## src/design/wfl_pkg.sv

```systemverilog
// shared types, constants and codes for the wave flux limiter
// no dependencies; imported by every module of the block
package wfl_pkg;

    localparam int LANES              = 5;
    localparam int MAX_COMPONENTS_DEF = 5;
    localparam int FRAC_BITS_DEF      = 16;
    localparam int WORD_W             = 32;
    localparam int FACTOR_W           = 18;
    localparam int FACTOR_MAX         = 262143;
    localparam int DOT_W              = 64;
    localparam int QUO_W              = 31;
    localparam int CNT_W              = 3;
    localparam int IN_W               = 192;
    localparam int OUT_W              = 184;

    typedef logic [2:0] mode_t;
    localparam mode_t MODE_NONE     = 3'd0;
    localparam mode_t MODE_MINMOD   = 3'd1;
    localparam mode_t MODE_SUPERBEE = 3'd2;
    localparam mode_t MODE_VANLEER  = 3'd3;
    localparam mode_t MODE_MC       = 3'd4;
    localparam mode_t MODE_BW       = 3'd5;
    localparam mode_t MODE_ZERO     = 3'd6;

    localparam logic CFG_MODE  = 1'b0;
    localparam logic CFG_COMPS = 1'b1;

    typedef logic signed [WORD_W-1:0] word_t;

    // one inner wave ready for limiting
    typedef struct packed {
        logic [LANES-1:0][WORD_W-1:0] wave;
        logic signed [DOT_W-1:0]      sel_dot;
        logic signed [DOT_W-1:0]      norm;
    } job_t;

    typedef struct packed {
        logic full;
        logic empty;
    } q_status_t;

endpackage

```

## src/design/wfl_queue.sv

```systemverilog
// two-entry job queue between the front and the back
// depends on wfl_pkg
module wfl_queue (
    input  logic               aclk,
    input  logic               aresetn,
    input  logic               push,
    input  wfl_pkg::job_t      push_job,
    input  logic               pop,
    output wfl_pkg::job_t      head_job,
    output wfl_pkg::q_status_t status
);
    import wfl_pkg::*;

    job_t       entry_reg [2];
    logic       wr_ptr_reg;
    logic       rd_ptr_reg;
    logic [1:0] count_reg;

    assign head_job     = entry_reg[rd_ptr_reg];
    assign status.full  = (count_reg == 2'd2);
    assign status.empty = (count_reg == 2'd0);

    always_ff @(posedge aclk) begin
        if (push) begin
            entry_reg[wr_ptr_reg] <= push_job;
        end
    end

    always_ff @(posedge aclk) begin
        if (!aresetn) begin
            wr_ptr_reg <= 1'b0;
            rd_ptr_reg <= 1'b0;
            count_reg  <= 2'd0;
        end else begin
            if (push) wr_ptr_reg <= ~wr_ptr_reg;
            if (pop)  rd_ptr_reg <= ~rd_ptr_reg;
            if (push && !pop)      count_reg <= count_reg + 2'd1;
            else if (pop && !push) count_reg <= count_reg - 2'd1;
        end
    end

endmodule

```

## config.mk

```make
export PLATFORM = sky130hd
export DESIGN_NAME = wfl_queue
export DESIGN_NICKNAME = d
export VERILOG_FILES = /design/src/design/wfl_pkg.sv /design/src/design/wfl_queue.sv
export SDC_FILE = /design/constraint.sdc
export NUM_CORES = 1
export LEC_CHECK = 0
export BUFFER_PORTS_ARGS = -buffer_cell sky130_fd_sc_hd__buf_2
export CAP_MARGIN = 20
export CORE_ASPECT_RATIO = 0.5
export CORE_UTILIZATION = 40
export CTS_CLUSTER_DIAMETER = 100
export CTS_CLUSTER_SIZE = 40
export DETAILED_ROUTE_END_ITERATION = 12
export GPL_TIMING_DRIVEN = 1
export PLACE_DENSITY = 0.75
export SYNTH_ARGS = -nofsm -noshare
export SYNTH_HDL_FRONTEND = slang
export SYNTH_SLANG_ARGS = --single-unit
```

## constraint.sdc

```tcl
create_clock -name aclk -period 14.17 [get_ports aclk]
set_input_delay 1.417 -clock aclk [delete_from_list [all_inputs] [get_ports aclk]]
set_output_delay 1.417 -clock aclk [all_outputs]
set_load 0.05 [all_outputs]
```

==> results.md, run 1 <==
* CTS-repair resized insts at 0
* Routed WL at 52,600 um
* Reg2reg start: wr_ptr_reg$_SDFFE_PN0P_
* CP max stage delay at 1.03 ns
* Grt total ovfl at 0
* # port buffers at 581
* Most frequent CP cell: buf_4
* Yosys top cell area share at 0.792
* CTS tree: done
* Crit path time final at 5.49 ns
* Worst Path Arrival at 4.07 ns
* Final worst-path cycle share at 0.387
* DRC violations left at 0
* # rows at 60
* Synth Register Bits at 581
* Worst r2r dst: entry_reg[1][176]$_DFFE_PP_
* PwrDens at 133 mW/mm2
* Post-synth EDFFs at 576
* Worst slew pin tran at 1.10 ns
* Net Switching at 992 uW
* Post-synthesis sequential area ratio at 0.797
* Seq pwr share at 0.586
* Hold WC Path Type: reg2reg
* Max Clk Rate at 182 MHz
* Crit-path slowest cell: dfxtp_4
* Critical Path RT at 12.75 ns
* First-pass GRT wire length at 72,100 um
* Iter 0 DRT Violations at 930
* Synth Cell Area at 0.0218 mm2
* Largest net degree at the start of global routing at 119
* CTS Buf Count at 18
* Clk sink count at 581
* Max-slew violation count at 0
* Sw Ratio at 0.288
* Final hold vios at 0
* Synth area leader: edfxtp_1
* R2r setup slk at 10.65 ns
* Layout cells sized above 1 at 0.600
* DP HPWL at 38,300 um
* Reg clk slew, reported paths at 0.14 ns
* Final setup fails at 0
* # fillers at 4,457
* Largest register FFs at 576
* Hold path cells at 2
* Die H at 167 um
* H-tree levels at 1
* Post-CTS Setup Inserts at 0
* Setup_tns at 0 ns
* Crit. End Element: primary output
* Max VDD drop at 0.0809 mV
* MaxCap Viol Count at 0
* Crit-path max FO at 63
* Gr usage total at 0.179
* Status: finished clean
* Drt pass-1 iters at 5
* Die Area at 0.0556 mm2
* Clk_lat worst skew at 0.57 ns
* Ys flop type: edfxtp_1
* Drt via density at 4.89
* Clock Power Share at 0.214
* Synth-to-Final Area Change at 19.1%
* Via count at 11,000
* Most frequent cell after synthesis: edfxtp_1
* Post-synth top cells: edfxtp_1 (576), mux2_4 (201), mux2_2 (87)
* R2R cell count at 3
* Internal power at 2460 uW
* Clock skew at 0.0126 ns
* CP Launch Type: flop
* CTS root buf: clkbuf_16
* Die W at 332 um
* Syn nets at 1,211
* Io pins at 582
* Hold wc startpoint: count_reg[1]$_SDFFE_PN0P_
* Relative slew slack at 0.270
* Clock Path Buffers at 3
* Nets at 1,790
* Avg WL per Cell at 23.5 um
* FFs w/ async S/R, synth at 0
* Final core occ at 0.483
* Logic pwr share at 0.200
* Leak pwr at 0.00993 uW
* Top cells by area, synth: edfxtp_1 (79%), mux2_4 (14%), mux2_2 (4.5%)
* Worst-path cell chain: buf_4, buf_4, mux2_4, buf_2
* RePlAce Congestion at 0.904
* Yosys cell types at 17
* RSZ-0062 raised after global routing: no
* Post-cts hold buffer count at 0
* Vias in the first global route at 10,900
* Initial antenna violation count at 34
* Core area at 0.0538 mm2
* Starting Density at 0.406
* Remaining antenna violation count at 0
* Crit Path Class: reg2out
* Ys Warns at 0
* Syn Inst Count at 918
* Syn avg cell area at 23.8 um2
* Hold Path End: count_reg[1]$_SDFFE_PN0P_
==> cell type report <==
type / instances / area, um2 / share of cell area
Tap cell: 713 / 892 / 0.0343
Timing Repair Buffer: 591 / 3000 / 0.115
Sequential cell: 581 / 17400 / 0.669
Multi-Input combinational cell: 304 / 4120 / 0.159
Inverter: 1 / 3.75 / 0.000144
Antenna cell: 24 / 60.1 / 0.00231
Clock inverter: 2 / 25.0 / 0.000963
Clock buffer: 25 / 498 / 0.0192
==> worst max-delay path: cells and delay by family (launching register included) <==
family / cells / cell delay, ns
buf+inv: 3 / 1.95
flops: 1 / 1.03
mux: 1 / 0.36
==> power by group through the flow <==
stage / clock [uW] / sequential, uW / combinational [uW]
final: 737 / 2020 / 691
after global routing: 801 / 2030 / 712
after CTS: 760 / 2020 / 693
after detailed placement: 0 / 2060 / 692
after global placement: 0 / 2050 / 686
after floorplan: 0 / 2060 / 537
==> layer usage <==
metal	vias to the layer above	GRT usage	share of wire
met5	-	0.00426	0.0032
met4	20	0.0753	0.038
met2	297	0.334	0.56
met3	109	0.0397	0.047
li1	4811	-	-
met1	5713	0.197	0.36
==> how the worst max path moves through the flow <==
stage	startpoint	endpoint	cells after the start
2_1_floorplan	push	entry_reg[0][0]$_DFFE_PP_	1
3_3_place_gp	flop	head_job[101]	4
3_5_place_dp	flop	head_job[101]	4
4_1_cts	flop	head_job[101]	4
5_1_grt	flop	head_job[101]	4
6_report	flop	head_job[101]	4
==> logic make-up after synthesis <==
logic type | Yosys count | share of synthesized area
AOI/OAI and AO/OA | 3 | 0.000917
xor gates and xnor gates | 3 | 0.00120
adders and majority gates | 1 | 0.000573
buffers and inverters | 33 | 0.0150
DFF | 581 | 0.797
muxes | 288 | 0.183
and+or+nand+nor | 9 | 0.00246
==> metrics by stage <==
step	std cells	worst slack [ns]	area (um2)	hold WS, ns	total power [uW]
final	2241	8.68	26000	0.525	3450
after global routing	2238	8.47	26000	0.560	3540
after CTS	2217	8.63	25900	0.528	3470
after detailed placement	2190	9.27	25400	0.509	2750
after global placement	2190	9.33	25400	0.486	2740
after floorplan	918	4.80	21800	0.473	2600
==> placed cells by master, fill, tap and decap left out <==
cell type  instances
clkbuf_1           6
clkinv_8           1
diode_2           24
buf_12             1
o21ai_0            1
clkbuf_16         19
nor2b_1            2
dfxtp_4            1
nor2b_4            1
inv_1              1
buf_2            581
dfxtp_1            4
mux2_4           201
or3_1              1
xnor2_1            1
nor2_1             1
mux2_2            87
and2_1             3
o21a_1             1
clkinv_4           1
a21boi_0           1
edfxtp_1         576
xor2_1             2
and2_4             1
buf_4              9
ha_1               1
(Power assumes the default switching activity.)
==> inputs of run 2 (changes only) <==
ABC_AREA = 1   (was default)
PLACE_DENSITY = 0.72   (was 0.75)
clock period = 5.48 ns   (was 14.17 ns; I/O delays follow)
==> run 2 against run 1 <==
  * Clock skew grew 0.0058 ns
  * Flip-flop and latch count stayed put
  * Combinational power is 130% higher
  * Non-clock buffer count rose by 1
  * Wire length is 0.88% higher
  * Register-to-register slack got worse by 7.3 ns
  * Die area about the same
  * Via count decreased by 0.73%
  * Worst setup slack worse by 6.5 ns
  * Sequential power grew to 2.6 times the previous value
  * Synthesized cell count grew 1.4%
  * Clock-buffer cell count decreased by 6
  * Highest routed layer unchanged
==> results.md, run 2 <==
* FFs w/ async S/R, synth at 0
* Compound-gate portion of the synthesized area at 0.000458
* Worst slew pin tran at 0.951 ns
* Syn avg cell area at 23.5 um2
* Post-CTS Setup Inserts at 0
* Clock Path Buffers at 3
* Drt pass-1 iters at 7
* Ys flop type: edfxtp_1
* First-pass GRT wire length at 72,900 um
* Relative slew slack at 0.366
* Gr usage total at 0.182
* Io pins at 582
* CTS tree: done
* Post-route cell area at 0.0261 mm2
* # fillers at 4,461
* Leak pwr at 0.0100 uW
* Top cells by area, synth: edfxtp_1 (79%), mux2_4 (14%), mux2_2 (4.5%)
* Yosys top cell area share at 0.792
* CP max stage delay at 0.98 ns
* Syn Inst Count at 931
* Largest net degree at the start of global routing at 143
* Syn nets at 1,224
* Nets at 1,804
* Commonest non-fill, non-tap cells in the layout: buf_2 (581), edfxtp_1 (576), mux2_4 (201), mux2_2 (87), clkbuf_16 (19)
* Most common cell after layout, fill and taps aside: buf_2
* Yosys cell types at 14
* Starting Density at 0.406
* Final setup fails at 0
* CTS root buf: clkbuf_16
* Final worst-path cycle share at 0.603
* XOR/XNOR share of the synthesized area at 0
* Grt total ovfl at 0
* # port buffers at 581
* Top sig layer: met5
* Critical Path RT at 4.93 ns
* # rows at 60
* Clk sink count at 581
* Clk_lat worst skew at 0.57 ns
* Die W at 332 um
* Post-cts hold buffer count at 0
* Hold WC Path Type: in2reg
* Post-synthesis sequential area ratio at 0.796
* Clock skew at 0.0184 ns
* RePlAce Congestion at 0.916
* Drt via density at 4.84
* Die H at 167 um
* MaxCap Viol Count at 0
* CP delay by family, top: flip-flops
* Ys Warns at 0
* Layout cells sized above 1 at 0.598
* Worst-path cell chain: buf_12, mux2_2, buf_2
* CTS-repair resized insts at 0
* Synth-to-Final Area Change at 19.4%
* Iter 0 DRT Violations at 773
* Met1 Routed Length at 18,800 um
* Dpl cell area at 0.0255 mm2
* Max Clk Rate at 303 MHz
* Final hold vios at 0
* Routed WL at 53,000 um
* Die Area at 0.0556 mm2
* Initial antenna violation count at 23
* DP HPWL at 38,800 um
* Max-slew violation count at 0
* CP Launch Type: flop
* PwrDens at 333 mW/mm2
* Crit path time final at 3.31 ns
* Max VDD drop at 0.196 mV
* Largest register FFs at 576
* CTS Buf Count at 18
* Worst Path Arrival at 2.76 ns
* DRC violations left at 0
* Largest family of logic cells by synthesized area: multiplexers
* Post-synth EDFFs at 576
* Status: finished clean
* Mux share of post-synthesis cell area at 0.183
* Worst path bufs/invs at 2
* Crit Path Class: reg2out
* Synth Register Bits at 581
* Post-synth top cells: edfxtp_1 (576), mux2_4 (201), mux2_2 (87)
* Simple-Gate Fraction of Synth Area at 0.00344
* WL met2 at 29,900 um
* Avg WL per Cell at 23.6 um
* Crit-path max FO at 79
* Setup_tns at 0 ns
* Core area at 0.0538 mm2
* Crit. End Element: primary output
* Most frequent cell after synthesis: edfxtp_1
* Synth area leader: edfxtp_1
* Remaining antenna violation count at 0
* Reg clk slew, reported paths at 0.14 ns
* H-tree levels at 1
* Vias in the first global route at 11,100
* Met3 wire len at 2530 um
* RSZ-0062 raised after global routing: no
* Pre-CTS setup slack at 2.76 ns
* Final worst slack at 2.17 ns
* Via count at 10,900
* Synth Cell Area at 0.0218 mm2
* Adder-Cell Fraction of Synth Area at 0.000573
* Crit-path slowest cell: dfxtp_4
run 2: cell count changes in the layout (fill, tap and decap cells not counted), sizes merged, moves of 2 or more:
cell | before | now
and2 | 4 | 0
clkbuf | 25 | 19
clkinvlp | 0 | 2
diode | 24 | 19
inv | 1 | 7
nand2 | 0 | 8
nor2 | 1 | 9
nor2b | 3 | 0
xor2 | 2 | 0
run 2: worst paths after layout:
check                     startpoint                          end  slack [ns]  cells past startpoint
max reg2reg  wr_ptr_reg$_SDFFE_PN0P_  entry_reg[0][168]$_DFFE_PP_        3.35                      2
min reg2reg  rd_ptr_reg$_SDFFE_PN0P_                         flop        0.52                      2
min                    push_job[262]  entry_reg[1][262]$_DFFE_PP_        0.16                      1
max                             flop                head_job[270]        2.17                      3
run 2: layer usage:
layer	GRT usage	up-vias
li1	-	4829
met1	0.205	5658
met2	0.339	289
met3	0.0369	90
met4	0.0696	4
met5	0	-
run 2: worst reg2reg max path: stages (launching register included):
cell and delay, ns:
dfxtp_1 0.37, nor2_4 0.63, buf_12 0.53
run 2: metrics by stage:
stage / power, uW / util / hold slack, ns / std cells
6_report: 8690 / 0.485 / 0.157 / 2245
5_1_grt: 8960 / 0.485 / 0.110 / 2245
4_1_cts: 8770 / 0.484 / 0.109 / 2226
3_5_place_dp: 6940 / 0.474 / 0.481 / 2204
3_3_place_gp: 6910 / 0.474 / 0.475 / 2204
2_1_floorplan: 6530 / - / 0.463 / 931
run 2: power by group:
| part | internal, uW | leakage [uW] | total, uW | switching [uW] |
|---|---|---|---|---|
| sequential | 5150 | 0.00545 | 5230 | 81.5 |
| clock | 643 | 0.000245 | 1870 | 1220 |
| combinational | 489 | 0.00431 | 1600 | 1110 |
| total | 6280 | 0.0100 | 8690 | 2410 |
run 2: cell families after synthesis:
logic type	Yosys count
flip-flops	581
multiplexers	288
buffers and inverters	40
AND/OR/NAND/NOR	19
AO/OA/AOI/OAI	2
adder cells (fa/ha/maj)	1
run 2: final cells by class:
cell class              instances  area [um2]  area share
multi-input cells             310        4100       0.157
clock inverters                 3        28.8     0.00110
diodes                         19        47.5     0.00182
well taps                     713         892      0.0342
clock buffers                  19         475      0.0182
inverters                       8        33.8     0.00130
flip-flops and latches        581       17400       0.667
repair buffers                592        3100       0.119
==> inputs of run 3 (changes only) <==
ABC_AREA = 0   (was 1)
clock period = 3.1 ns   (was 5.48 ns; I/O delays follow)
==> run 3 against run 2 <==
  * Critical path depth unchanged
  * Wire length rose by 2.8%
  * Clock power rose by 82%
  * Worst setup slack lost 1.7 ns
  * Register-to-register slack got worse by 2.0 ns
  * Final cell count grew 12%
  * First-iteration DRC count up 28%
  * Sequential power is 76% higher
  * Cell area up 11%
  * Flip-flop and latch count unchanged
  * Via count increased by 11%
  * Largest power group unchanged
==> results.md, run 3 (synthesized netlist as in run 1, its figures left out) <==
* Status: finished clean
* Max-slew violation count at 0
* CTS-repair resized insts at 0
* Die W at 332 um
* Hold_ws at 0.0888 ns
* Final core occ at 0.539
* Max Clk Rate at 381 MHz
* Avg WL per Cell at 21.6 um
* H-tree levels at 1
* Die H at 167 um
* Iter 0 DRT Violations at 986
* Via count at 12,000
* Final setup fails at 0
* Met3 Use GR at 0.0300
* Gr usage total at 0.188
* R2r setup slk at 1.36 ns
* CTS root buf: clkbuf_16
* GR Util met2 at 0.350
* Commonest non-fill, non-tap cells in the layout: buf_2 (581), edfxtp_1 (576), dlygate4sd3_1 (289), mux2_4 (201), mux2_2 (87)
* Placed Instances at 2,197
* # rows at 60
* Routed WL at 54,500 um
* Clock Power Share at 0.211
* Clk_lat worst skew at 0.55 ns
* Final worst-path cycle share at 0.847
* Crit-path max FO at 22
* DRC violations left at 0
* Grt total ovfl at 0
* Relative slew slack at 0.531
* R2R cell count at 2
* Worst Path Arrival at 2.31 ns
* Critical Path RT at 2.79 ns
* Worst slew pin tran at 0.704 ns
* CP Launch Type: flop
* RSZ-0062 raised after global routing: no
* Busiest layer in global routing: met2
* Die Area at 0.0556 mm2
* Crit Path Class: reg2out
* Worst r2r dst: entry_reg[1][266]$_DFFE_PP_
* Internal power at 11,500 uW
* Reg2reg start: wr_ptr_reg$_SDFFE_PN0P_
* Starting Density at 0.406
* Core area at 0.0538 mm2
* CTS tree: done
* Setup_tns at 0 ns
* Remaining antenna violation count at 0
* Crit path time final at 2.62 ns
* Clk sink count at 581
* Most common cell after layout, fill and taps aside: buf_2
* Vias in the first global route at 12,600
* Layout cells sized above 1 at 0.505
* # port buffers at 581
* Non-filler instance count after layout at 2,523
* Crit. End Element: primary output
* Leak pwr at 0.0112 uW
* Reg clk slew, reported paths at 0.13 ns
* DP HPWL at 36,700 um
* Drt pass-1 iters at 5
* Logic pwr share at 0.220
* # fillers at 4,169
* Max VDD drop at 0.401 mV
* Largest net degree at the start of global routing at 114
* Clock Path Buffers at 3
* Nets at 2,086
* Sw Ratio at 0.290
* First-pass GRT wire length at 78,300 um
* Synth-to-Final Area Change at 32.9%
* Largest register FFs at 576
* Net Switching at 4680 uW
* Seq pwr share at 0.569
* Global routing met1 resource utilization at 0.218
* Drt via density at 4.76
* Initial antenna violation count at 11
* Hold WC Path Type: in2reg
* Io pins at 582
* MaxCap Viol Count at 0
* Final hold vios at 0
* PwrDens at 557 mW/mm2
* CP endpoint: head_job[13]
* Clock skew at 0.0166 ns
* Final Power at 16,100 uW
* RePlAce Congestion at 0.848
* CTS Buf Count at 18
[run 3: cell types whose count changed in the layout (fill, tap and decap cells not counted), sizes merged, moves of 6 or more]
cell         previous run  this run
nor2                    9         1
nand2                   8         0
clkbuf                 19        25
buf                   592       598
dlygate4sd3             0       289
diode                  19        11
[run 3: power groups by stage]
stage	combinational [uW]	clock (uW)	sequential [uW]
after floorplan	2450	0	9370
after global placement	3210	0	9350
after detailed placement	3240	0	9370
after CTS	3560	3530	9190
after global routing	3670	3740	9230
final	3550	3410	9190
[run 3: worst min-delay path by stage]
stage                         startpoint                          end  slack, ns  cells after the start
6_report                             pop                         flop       0.09                      3
5_1_grt                              pop                         flop       0.09                      3
4_1_cts                              pop                         flop       0.06                      3
3_5_place_dp               push_job[199]  entry_reg[0][199]$_DFFE_PP_       0.50                      1
3_3_place_gp   count_reg[1]$_SDFFE_PN0P_    count_reg[1]$_SDFFE_PN0P_       0.49                      2
2_1_floorplan                push_job[0]    entry_reg[0][0]$_DFFE_PP_       0.41                      0
[run 3: per-layer routing]
metal,part of all wire,wire length [um]
met5,0.00053,29
met4,0.040,2180
met3,0.036,1940
met2,0.56,30400
met1,0.37,20000
[run 3: final cells by class]
type,instances,area (um2),area share
sequential,581,17400,0.600
timing repair buffer,887,6050,0.209
clock buffer,25,498,0.0172
tap,713,892,0.0307
antenna,11,27.5,0.000949
multi-input combinational,304,4120,0.142
clock inverter,1,20.0,0.000690
inverter,1,3.75,0.000129
[run 3: worst max-delay path, stage by stage (launching register included)]
cell and delay, ns:
dfxtp_4 0.68, buf_4 0.44, mux2_2 0.40, buf_2 0.21
[run 3: per-stage QoR]
step	worst slack, ns	cell area (um2)
3_5_place_dp	1.08	25600
6_report	0.475	29000
5_1_grt	0.367	29000
3_3_place_gp	1.08	25600
4_1_cts	0.441	29000
2_1_floorplan	-1.96	21800
[run 3: timing repair]
| item | in CTS | in global routing |
|---|---|---|
| endpoints found under the hold margin | 580 | 0 |
| hold buffers | 289 | 0 |
| buffers inserted | 0 | 0 |
